==> src/rtl/core/sttk_pkg.sv <==
`timescale 1ns / 1ps
// ----------------------------------------------------------------------------
// sttk_pkg
// Types, constants and key helpers shared by the sorted triple-key table.
// ----------------------------------------------------------------------------
package sttk_pkg;

    localparam int unsigned DefTableDepth = 256;

    localparam int unsigned IdW    = 13;
    localparam int unsigned AmtW   = 8;
    localparam int unsigned ProdW  = 12;
    localparam int unsigned PosW   = 8;
    localparam int unsigned StW    = 2;
    localparam int unsigned SDataW = 80;
    localparam int unsigned MDataW = 48;

    localparam logic OP_INSERT = 1'b0;
    localparam logic OP_LOOKUP = 1'b1;

    localparam logic [StW-1:0] ST_INSERTED  = 2'd0;
    localparam logic [StW-1:0] ST_FOUND     = 2'd1;
    localparam logic [StW-1:0] ST_NOT_FOUND = 2'd2;
    localparam logic [StW-1:0] ST_FULL      = 2'd3;

    localparam logic [IdW-1:0] ID_EMPTY = '1;
    localparam logic [IdW-1:0] ID_MSB   = {1'b1, {(IdW-1){1'b0}}};

    typedef logic [IdW-1:0]  t_id;
    typedef logic [AmtW-1:0] t_amt;
    typedef t_id  [2:0]      t_key;
    typedef t_amt [2:0]      t_amts;

    typedef struct packed {
        t_key              id;
        t_amts             amt;
        logic [ProdW-1:0]  prod;
    } t_entry;

    typedef struct packed {
        logic             load_in;
        logic             norm;
        logic             srch_rd;
        logic             srch_upd;
        logic             shift_init;
        logic             shift_step;
        logic             put;
        logic             lk_rd;
        logic             lk_cap;
        logic             set_st;
        logic [StW-1:0]   st;
        logic             out_load;
    } t_cmd;

    typedef struct packed {
        logic op_lookup;
        logic full;
        logic srch_done;
        logic shift_done;
        logic in_range;
        logic match;
        logic out_free;
    } t_sts;

    // signed lexicographic compare, slot 0 most significant
    function automatic logic key_less(input t_key a, input t_key b);
        logic [3*IdW-1:0] ka;
        logic [3*IdW-1:0] kb;
        ka = {a[0] ^ ID_MSB, a[1] ^ ID_MSB, a[2] ^ ID_MSB};
        kb = {b[0] ^ ID_MSB, b[1] ^ ID_MSB, b[2] ^ ID_MSB};
        return ka < kb;
    endfunction

    function automatic t_entry swap_slots(input t_entry e, input int a, input int b);
        t_entry r;
        r        = e;
        r.id[a]  = e.id[b];
        r.amt[a] = e.amt[b];
        r.id[b]  = e.id[a];
        r.amt[b] = e.amt[a];
        return r;
    endfunction

    // three-element sort, then rotate leading empty slots to the end
    function automatic t_entry normalize(input t_entry e);
        t_entry r;
        r = e;
        if ($signed(r.id[0]) > $signed(r.id[1])) r = swap_slots(r, 0, 1);
        if ($signed(r.id[1]) > $signed(r.id[2])) r = swap_slots(r, 1, 2);
        if ($signed(r.id[0]) > $signed(r.id[1])) r = swap_slots(r, 0, 1);
        for (int p = 0; p < 2; p++) begin
            if (r.id[0] == ID_EMPTY) begin
                r = swap_slots(r, 0, 1);
                r = swap_slots(r, 1, 2);
            end
        end
        return r;
    endfunction

endpackage

==> src/rtl/core/sttk_ctrl.sv <==
`timescale 1ns / 1ps
// ----------------------------------------------------------------------------
// sttk_ctrl
// Sequencer: normalize, binary search, shift-up and write, or lookup compare.
// ----------------------------------------------------------------------------
module sttk_ctrl (
    input  logic          i_clk,
    input  logic          i_rst_n,
    input  logic          i_in_valid,
    output logic          o_in_ready,
    input  sttk_pkg::t_sts i_sts,
    output sttk_pkg::t_cmd o_cmd
);
    import sttk_pkg::*;

    localparam logic [3:0] S_IDLE  = 4'd0;
    localparam logic [3:0] S_NORM  = 4'd1;
    localparam logic [3:0] S_SRD   = 4'd2;
    localparam logic [3:0] S_SCMP  = 4'd3;
    localparam logic [3:0] S_SHIFT = 4'd4;
    localparam logic [3:0] S_FLUSH = 4'd5;
    localparam logic [3:0] S_PUT   = 4'd6;
    localparam logic [3:0] S_LRD   = 4'd7;
    localparam logic [3:0] S_LCMP  = 4'd8;
    localparam logic [3:0] S_DONE  = 4'd9;

    logic [3:0] r_state;
    logic [3:0] n_state;
    t_cmd       cmd;

    always_comb begin
        n_state = r_state;
        cmd     = '0;
        case (r_state)
            S_IDLE: begin
                if (i_in_valid) begin
                    cmd.load_in = 1'b1;
                    n_state     = S_NORM;
                end
            end
            S_NORM: begin
                cmd.norm = 1'b1;
                if (!i_sts.op_lookup && i_sts.full) begin
                    cmd.set_st = 1'b1;
                    cmd.st     = ST_FULL;
                    n_state    = S_DONE;
                end else begin
                    n_state = S_SRD;
                end
            end
            S_SRD: begin
                if (!i_sts.srch_done) begin
                    cmd.srch_rd = 1'b1;
                    n_state     = S_SCMP;
                end else if (!i_sts.op_lookup) begin
                    cmd.shift_init = 1'b1;
                    n_state        = S_SHIFT;
                end else if (i_sts.in_range) begin
                    n_state = S_LRD;
                end else begin
                    cmd.set_st = 1'b1;
                    cmd.st     = ST_NOT_FOUND;
                    n_state    = S_DONE;
                end
            end
            S_SCMP: begin
                cmd.srch_upd = 1'b1;
                n_state      = S_SRD;
            end
            S_SHIFT: begin
                if (i_sts.shift_done) begin
                    n_state = S_FLUSH;
                end else begin
                    cmd.shift_step = 1'b1;
                end
            end
            S_FLUSH: begin
                // all shift writes have landed by now
                n_state = S_PUT;
            end
            S_PUT: begin
                cmd.put    = 1'b1;
                cmd.set_st = 1'b1;
                cmd.st     = ST_INSERTED;
                n_state    = S_DONE;
            end
            S_LRD: begin
                cmd.lk_rd = 1'b1;
                n_state   = S_LCMP;
            end
            S_LCMP: begin
                cmd.set_st = 1'b1;
                if (i_sts.match) begin
                    cmd.lk_cap = 1'b1;
                    cmd.st     = ST_FOUND;
                end else begin
                    cmd.st = ST_NOT_FOUND;
                end
                n_state = S_DONE;
            end
            S_DONE: begin
                if (i_sts.out_free) begin
                    cmd.out_load = 1'b1;
                    n_state      = S_IDLE;
                end
            end
            default: begin
                n_state = S_IDLE;
            end
        endcase
    end

    always_ff @(posedge i_clk) begin
        if (!i_rst_n) begin
            r_state <= S_IDLE;
        end else begin
            r_state <= n_state;
        end
    end

    assign o_in_ready = (r_state == S_IDLE);
    assign o_cmd      = cmd;

endmodule

==> config.mk <==
export PLATFORM = sky130hd
export DESIGN_NAME = sttk_ctrl
export DESIGN_NICKNAME = d
export VERILOG_FILES = /design/src/rtl/core/sttk_pkg.sv /design/src/rtl/core/sttk_ctrl.sv
export SDC_FILE = /design/constraint.sdc
export NUM_CORES = 1
export LEC_CHECK = 0
export BUFFER_PORTS_ARGS = -buffer_cell sky130_fd_sc_hd__buf_2
export CAP_MARGIN = 40
export CORE_AREA = 8 8 45 47
export CTS_CLUSTER_DIAMETER = 40
export DETAILED_ROUTE_END_ITERATION = 8
export DIE_AREA = 0 0 53 55
export GPL_ROUTABILITY_DRIVEN = 1
export GPL_TIMING_DRIVEN = 0
export SETUP_SLACK_MARGIN = 0.02
export SYNTH_ARGS = -nofsm -noshare
export SYNTH_HDL_FRONTEND = slang
export SYNTH_SLANG_ARGS = --single-unit
==> constraint.sdc <==
create_clock -name i_clk -period 2.55 [get_ports i_clk]
set_clock_uncertainty 0.15 [all_clocks]
set_input_delay 0.3825 -clock i_clk [delete_from_list [all_inputs] [get_ports i_clk]]
set_output_delay 0.3825 -clock i_clk [all_outputs]
set_load 0.03 [all_outputs]
==> impl_metrics.toml, run 1 <==
[grt]
antenna_found_initial = 0
grt_pass1_wl_um = 2290
grt_max_degree = 11
grt_pass1_vias = 530
gr-total-overflow = 0
grt_usage = 0.103

[power]
p_leak_nw = 0.293
irDropWorstVdd_uv = 395
power_per_cell_area_mw_per_mm2 = 507

[sta]
drv_slew = 0
maxSlewHeadroom = 0.706
worst_hold_slack_ns = 0.223
tightest_slew_ns = 0.430
max_freq_mhz = 450
rsz0062_at_grt = "no"
finalWorstSetupSlack_ns = 0.326
setup_violations = 0
min_period_ns = 2.22
fin_crit_sh = 0.872
hold_violations = 0
setup_total_negative_slack_ns = 0

[layout]
regMostFlops = "r_state"
num-nets-final = 98
area_growth_pct = 36.0
top_regs = "r_state (4)"
fill_cells = 145
largest_reg_flops = 4
seqCellArea_um2 = 80.1
final_common_cell = "buf_2"
multi_input_area_um2 = 340
design_area_um2 = 619
mostFrequentLayoutCells = "buf_2 (26), nor2_1 (8), nand2b_1 (5), nand2_1 (5), dfxtp_1 (4)"
drive_gt1_frac = 0.395
diodes = 0
final_cell_count_no_fill = 102

[floorplanning]
ios = 24
dieArea_mm2 = 0.00292
start_util = 0.329
die_w_um = 53
core-area_mm2 = 0.00138
row_count = 14
die_h_um = 55

[yosys]
synth-seq-cells = 4
yosysWarnings = 0
syn_nets = 70
yosys.area.top_type = "dfxtp_1"
synth_top_area_share = 0.176
syn_inst = 60
ys_seq_area_frac = 0.176
yosysUniqueCellTypes = 34
synth.area.top_cells = "dfxtp_1 (18%), nand2b_1 (6.9%), nor2_1 (6.6%), nor4b_4 (5.2%), nand2_1 (4.1%)"
syn-mean-instance-area_um2 = 7.59
mappedNetlistArea_um2 = 455

[place]
dp_hpwl_um = 1090
port_buffers = 23
placed_area_um2 = 597
dpl.cell_count = 99
place.gp.congestion = 0.772
place_ws_ns = 0.595

[critical_path]
worstSetupPathType = "flip-flop to output port"
cp.arrival_ns = 1.69
path_cells = "buf_2 -> nor4b_4 -> nand4b_1 -> o211ai_1 -> buf_2"
crit_path_top_delay_cell = "nor4b_4"
cp_max_fo = 10
cp_data_required_time_ns = 2.02
startpoint_type = "flip-flop"
cp_common_cell = "buf_2"
critPathMaxStageDelay_ns = 0.35
end_kind = "output port"

[clock_tree]
cts_tree = "built"
clock_path_buffers = 2
hold_buffers = 0
cts.htree.levels = 1
cts.clk_slew.worst_paths_ns = 0.04
cts_root_buffer = "clkbuf_4"
cts_buffers = 3
cts.sinks = 4
cts_setup_buffers = 0
insertion_delay_ns = 0.24
ctsResizeCount = 0

[min_path]
hold_class = "input pin to flip-flop"

[status]
status = "complete, no violations"

[routing]
via_per_inst = 5.11
wl_per_cell_um = 13.4
vias = 521
drtIter0Drc = 4
wirelength_um = 1370
drc = 0
final_antenna_net_count = 0
first_pass_iters = 3

[run]
maxCapViolCount = 0
through the flow:
step	util	total power, mW
after global placement	0.431	0.237
after floorplan	-	0.194
final	0.448	0.314
after detailed placement	0.431	0.238
after CTS	0.448	0.320
after global routing	0.448	0.340
worst max-delay path, delay by kind of cell, from the launching register on:
family          cells  cell delay [ns]
buf+inv             2             0.42
flops               1             0.34
compound gates      1             0.12
simple gates        2             0.56
cells in the mapped netlist, drive strengths merged:
cell type,instances
a2111oi,1
nor4,2
nand3,1
a311oi,1
nand2,5
a32oi,1
inv,2
and4b,1
nor2,8
o211ai,2
nand2b,5
o21a,1
a211oi,1
buf,5
dfxtp,4
nand3b,2
or3,1
nor3b,1
o21ai,3
and3,1
nand4b,1
a21oi,1
or3b,1
and2b,1
a41oi,1
and3b,1
and2,1
nor4b,4
or4b,1
final timing paths:
check / from / end / slack [ns] / depth (start not counted)
max: r_state[3] / o_cmd[2] / 0.33 / 5
min: i_rst_n / r_state[1] / 0.22 / 2
max reg2reg: r_state[3] / r_state[3] / 1.00 / 4
min reg2reg: r_state[0] / r_state[0] / 0.52 / 3
final cells by class:
class	instances	area share
Timing Repair Buffer	23	0.186
Tap cell	16	0.0323
Multi-Input combinational cell	49	0.549
Inverter	2	0.0121
Sequential cell	4	0.129
Buffer	5	0.0545
Clock buffer	3	0.0364
power by group:
part / leakage (nW) / switching (mW) / internal (mW)
logic: 0.246 / 0.100 / 0.0594
clock network: 0.0138 / 0.0248 / 0.0525
registers: 0.0327 / 0.00706 / 0.0698
total: 0.293 / 0.132 / 0.182
layer usage:
layer | GRT usage | wire [µm]
met1 | 0.118 | 627
met3 | 0.0508 | 150
met5 | 0 | 0
met4 | 0.0259 | 0
met2 | 0.166 | 588
cells by family after synthesis:
kind of cell | Yosys count | share of synthesized area
compound gates | 12 | 0.187
simple gates | 37 | 0.547
buf+inv | 7 | 0.0907
flops | 4 | 0.176
Note: power is estimated with default switching activity, not from simulation.
==> run 2, diff against run 1 <==
--- a/config.mk
+++ b/config.mk
@@ -13,6 +13,7 @@
 export DIE_AREA = 0 0 53 55
 export GPL_ROUTABILITY_DRIVEN = 1
 export GPL_TIMING_DRIVEN = 0
+export REMOVE_ABC_BUFFERS = 1
 export SETUP_SLACK_MARGIN = 0.02
 export SYNTH_ARGS = -nofsm -noshare
 export SYNTH_HDL_FRONTEND = slang
==> impl_metrics.toml, run 2 (synthesized netlist as in run 1, its figures left out) <==
[power]
p_leak_nw = 0.264
power_per_cell_area_mw_per_mm2 = 515
power_uw = 299
irDropWorstVdd_uv = 194

[critical_path]
reg2reg_slack_ns = 0.88
end_kind = "output port"
r2r-start = "r_state[3]"
startpoint_type = "flip-flop"
reg2reg_depth = 3
r2r_end = "r_state[0]"
cp_data_required_time_ns = 2.02
cp-startpoint = "r_state[1]"
cp.arrival_ns = 1.72
worstSetupPathType = "flip-flop to output port"
cp_max_fo = 16
worstSetupEndpoint = "o_cmd[2]"

[sta]
rsz0062_at_grt = "no"
max_freq_mhz = 444
worst_hold_slack_ns = 0.211
fin_crit_sh = 0.883
drv_slew = 0
setup_violations = 0
maxSlewHeadroom = 0.580
min_period_ns = 2.25
tightest_slew_ns = 0.629
setup_total_negative_slack_ns = 0
hold_violations = 0

[clock_tree]
cts.sinks = 4
hold_buffers = 0
cts_tree = "built"
insertion_delay_ns = 0.24
cts_buffers = 3
cts.clk_slew.worst_paths_ns = 0.04
clock_path_buffers = 2
cts_root_buffer = "clkbuf_4"
cts_setup_buffers = 0
cts.htree.levels = 1
ctsResizeCount = 0

[layout]
num-nets-final = 93
multi_input_area_um2 = 334
mostFrequentLayoutCells = "buf_2 (23), nor2_1 (8), nand2b_1 (5), nand2_1 (5), dfxtp_1 (4)"
regMostFlops = "r_state"
fill_cells = 149
area_growth_pct = 27.2
top_regs = "r_state (4)"
drive_gt1_frac = 0.346
seqCellArea_um2 = 80.1
diodes = 0
design_area_um2 = 579
largest_reg_flops = 4
final_common_cell = "buf_2"
final_cell_count_no_fill = 97

[routing]
wl_per_cell_um = 12.8
first_pass_iters = 4
wirelength_um = 1240
final_antenna_net_count = 0
vias = 520
via_per_inst = 5.36
drc = 0
drtIter0Drc = 11

[floorplanning]
die_h_um = 55
dieArea_mm2 = 0.00292
core-area_mm2 = 0.00138
row_count = 14
die_w_um = 53
start_util = 0.329
ios = 24

[grt]
grt_pass1_vias = 436
grt_usage = 0.0879
grt_max_degree = 20
gr-total-overflow = 0
grt_pass1_wl_um = 1860
antenna_found_initial = 0

[min_path]
hold_class = "input pin to flip-flop"

[status]
status = "complete, no violations"

[place]
dpl.cell_count = 94
dp_hpwl_um = 930
placed_area_um2 = 557
port_buffers = 23
place.gp.congestion = 0.759

[run]
maxCapViolCount = 0
run 2: changes by cell type in the layout (fill, tap and decap cells not counted), sizes merged:
cell,change
buf,-5
run 2: final cells by class:
| class | count | area share |
|---|---|---|
| timing repair buffer | 23 | 0.199 |
| tap | 16 | 0.0346 |
| inverter | 2 | 0.0130 |
| sequential | 4 | 0.138 |
| clock buffer | 3 | 0.0389 |
| multi-input combinational | 49 | 0.577 |
run 2: worst max-delay path, stage by stage, from the launching register on:
cell	delay, ns
dfxtp_1	0.61
nor4b_4	0.32
nand4b_1	0.20
o211ai_1	0.12
buf_2	0.22
run 2: layer usage:
layer	share of wire	track usage	vias to the layer above
met1	0.48	0.105	233
met5	0	0	-
met3	0.080	0.0294	4
met4	0.029	0.0905	0
met2	0.41	0.117	17
li1	-	-	266
run 2: stage by stage:
stage                      util  setup slack, ns
after floorplan               -            0.102
after global placement    0.402            0.527
after detailed placement  0.402            0.511
after CTS                 0.419            0.259
after global routing      0.419            0.113
final                     0.419            0.298
run 2: worst min path at each step:
| stage | startpoint | depth (start not counted) | endpoint |
|---|---|---|---|
| 2_1_floorplan | i_rst_n | 1 | r_state[1] |
| 3_3_place_gp | i_rst_n | 2 | r_state[1] |
| 3_5_place_dp | i_rst_n | 2 | r_state[1] |
| 4_1_cts | i_rst_n | 2 | r_state[1] |
| 5_1_grt | i_rst_n | 2 | r_state[1] |
| 6_report | i_rst_n | 2 | r_state[1] |
run 2: power by group:
part,leakage (nW),total (mW),switching [mW],internal [mW]
combinational,0.217,0.127,0.0773,0.0492
clock,0.0138,0.0779,0.0253,0.0526
sequential,0.0327,0.0940,0.0243,0.0697
total,0.264,0.299,0.127,0.172
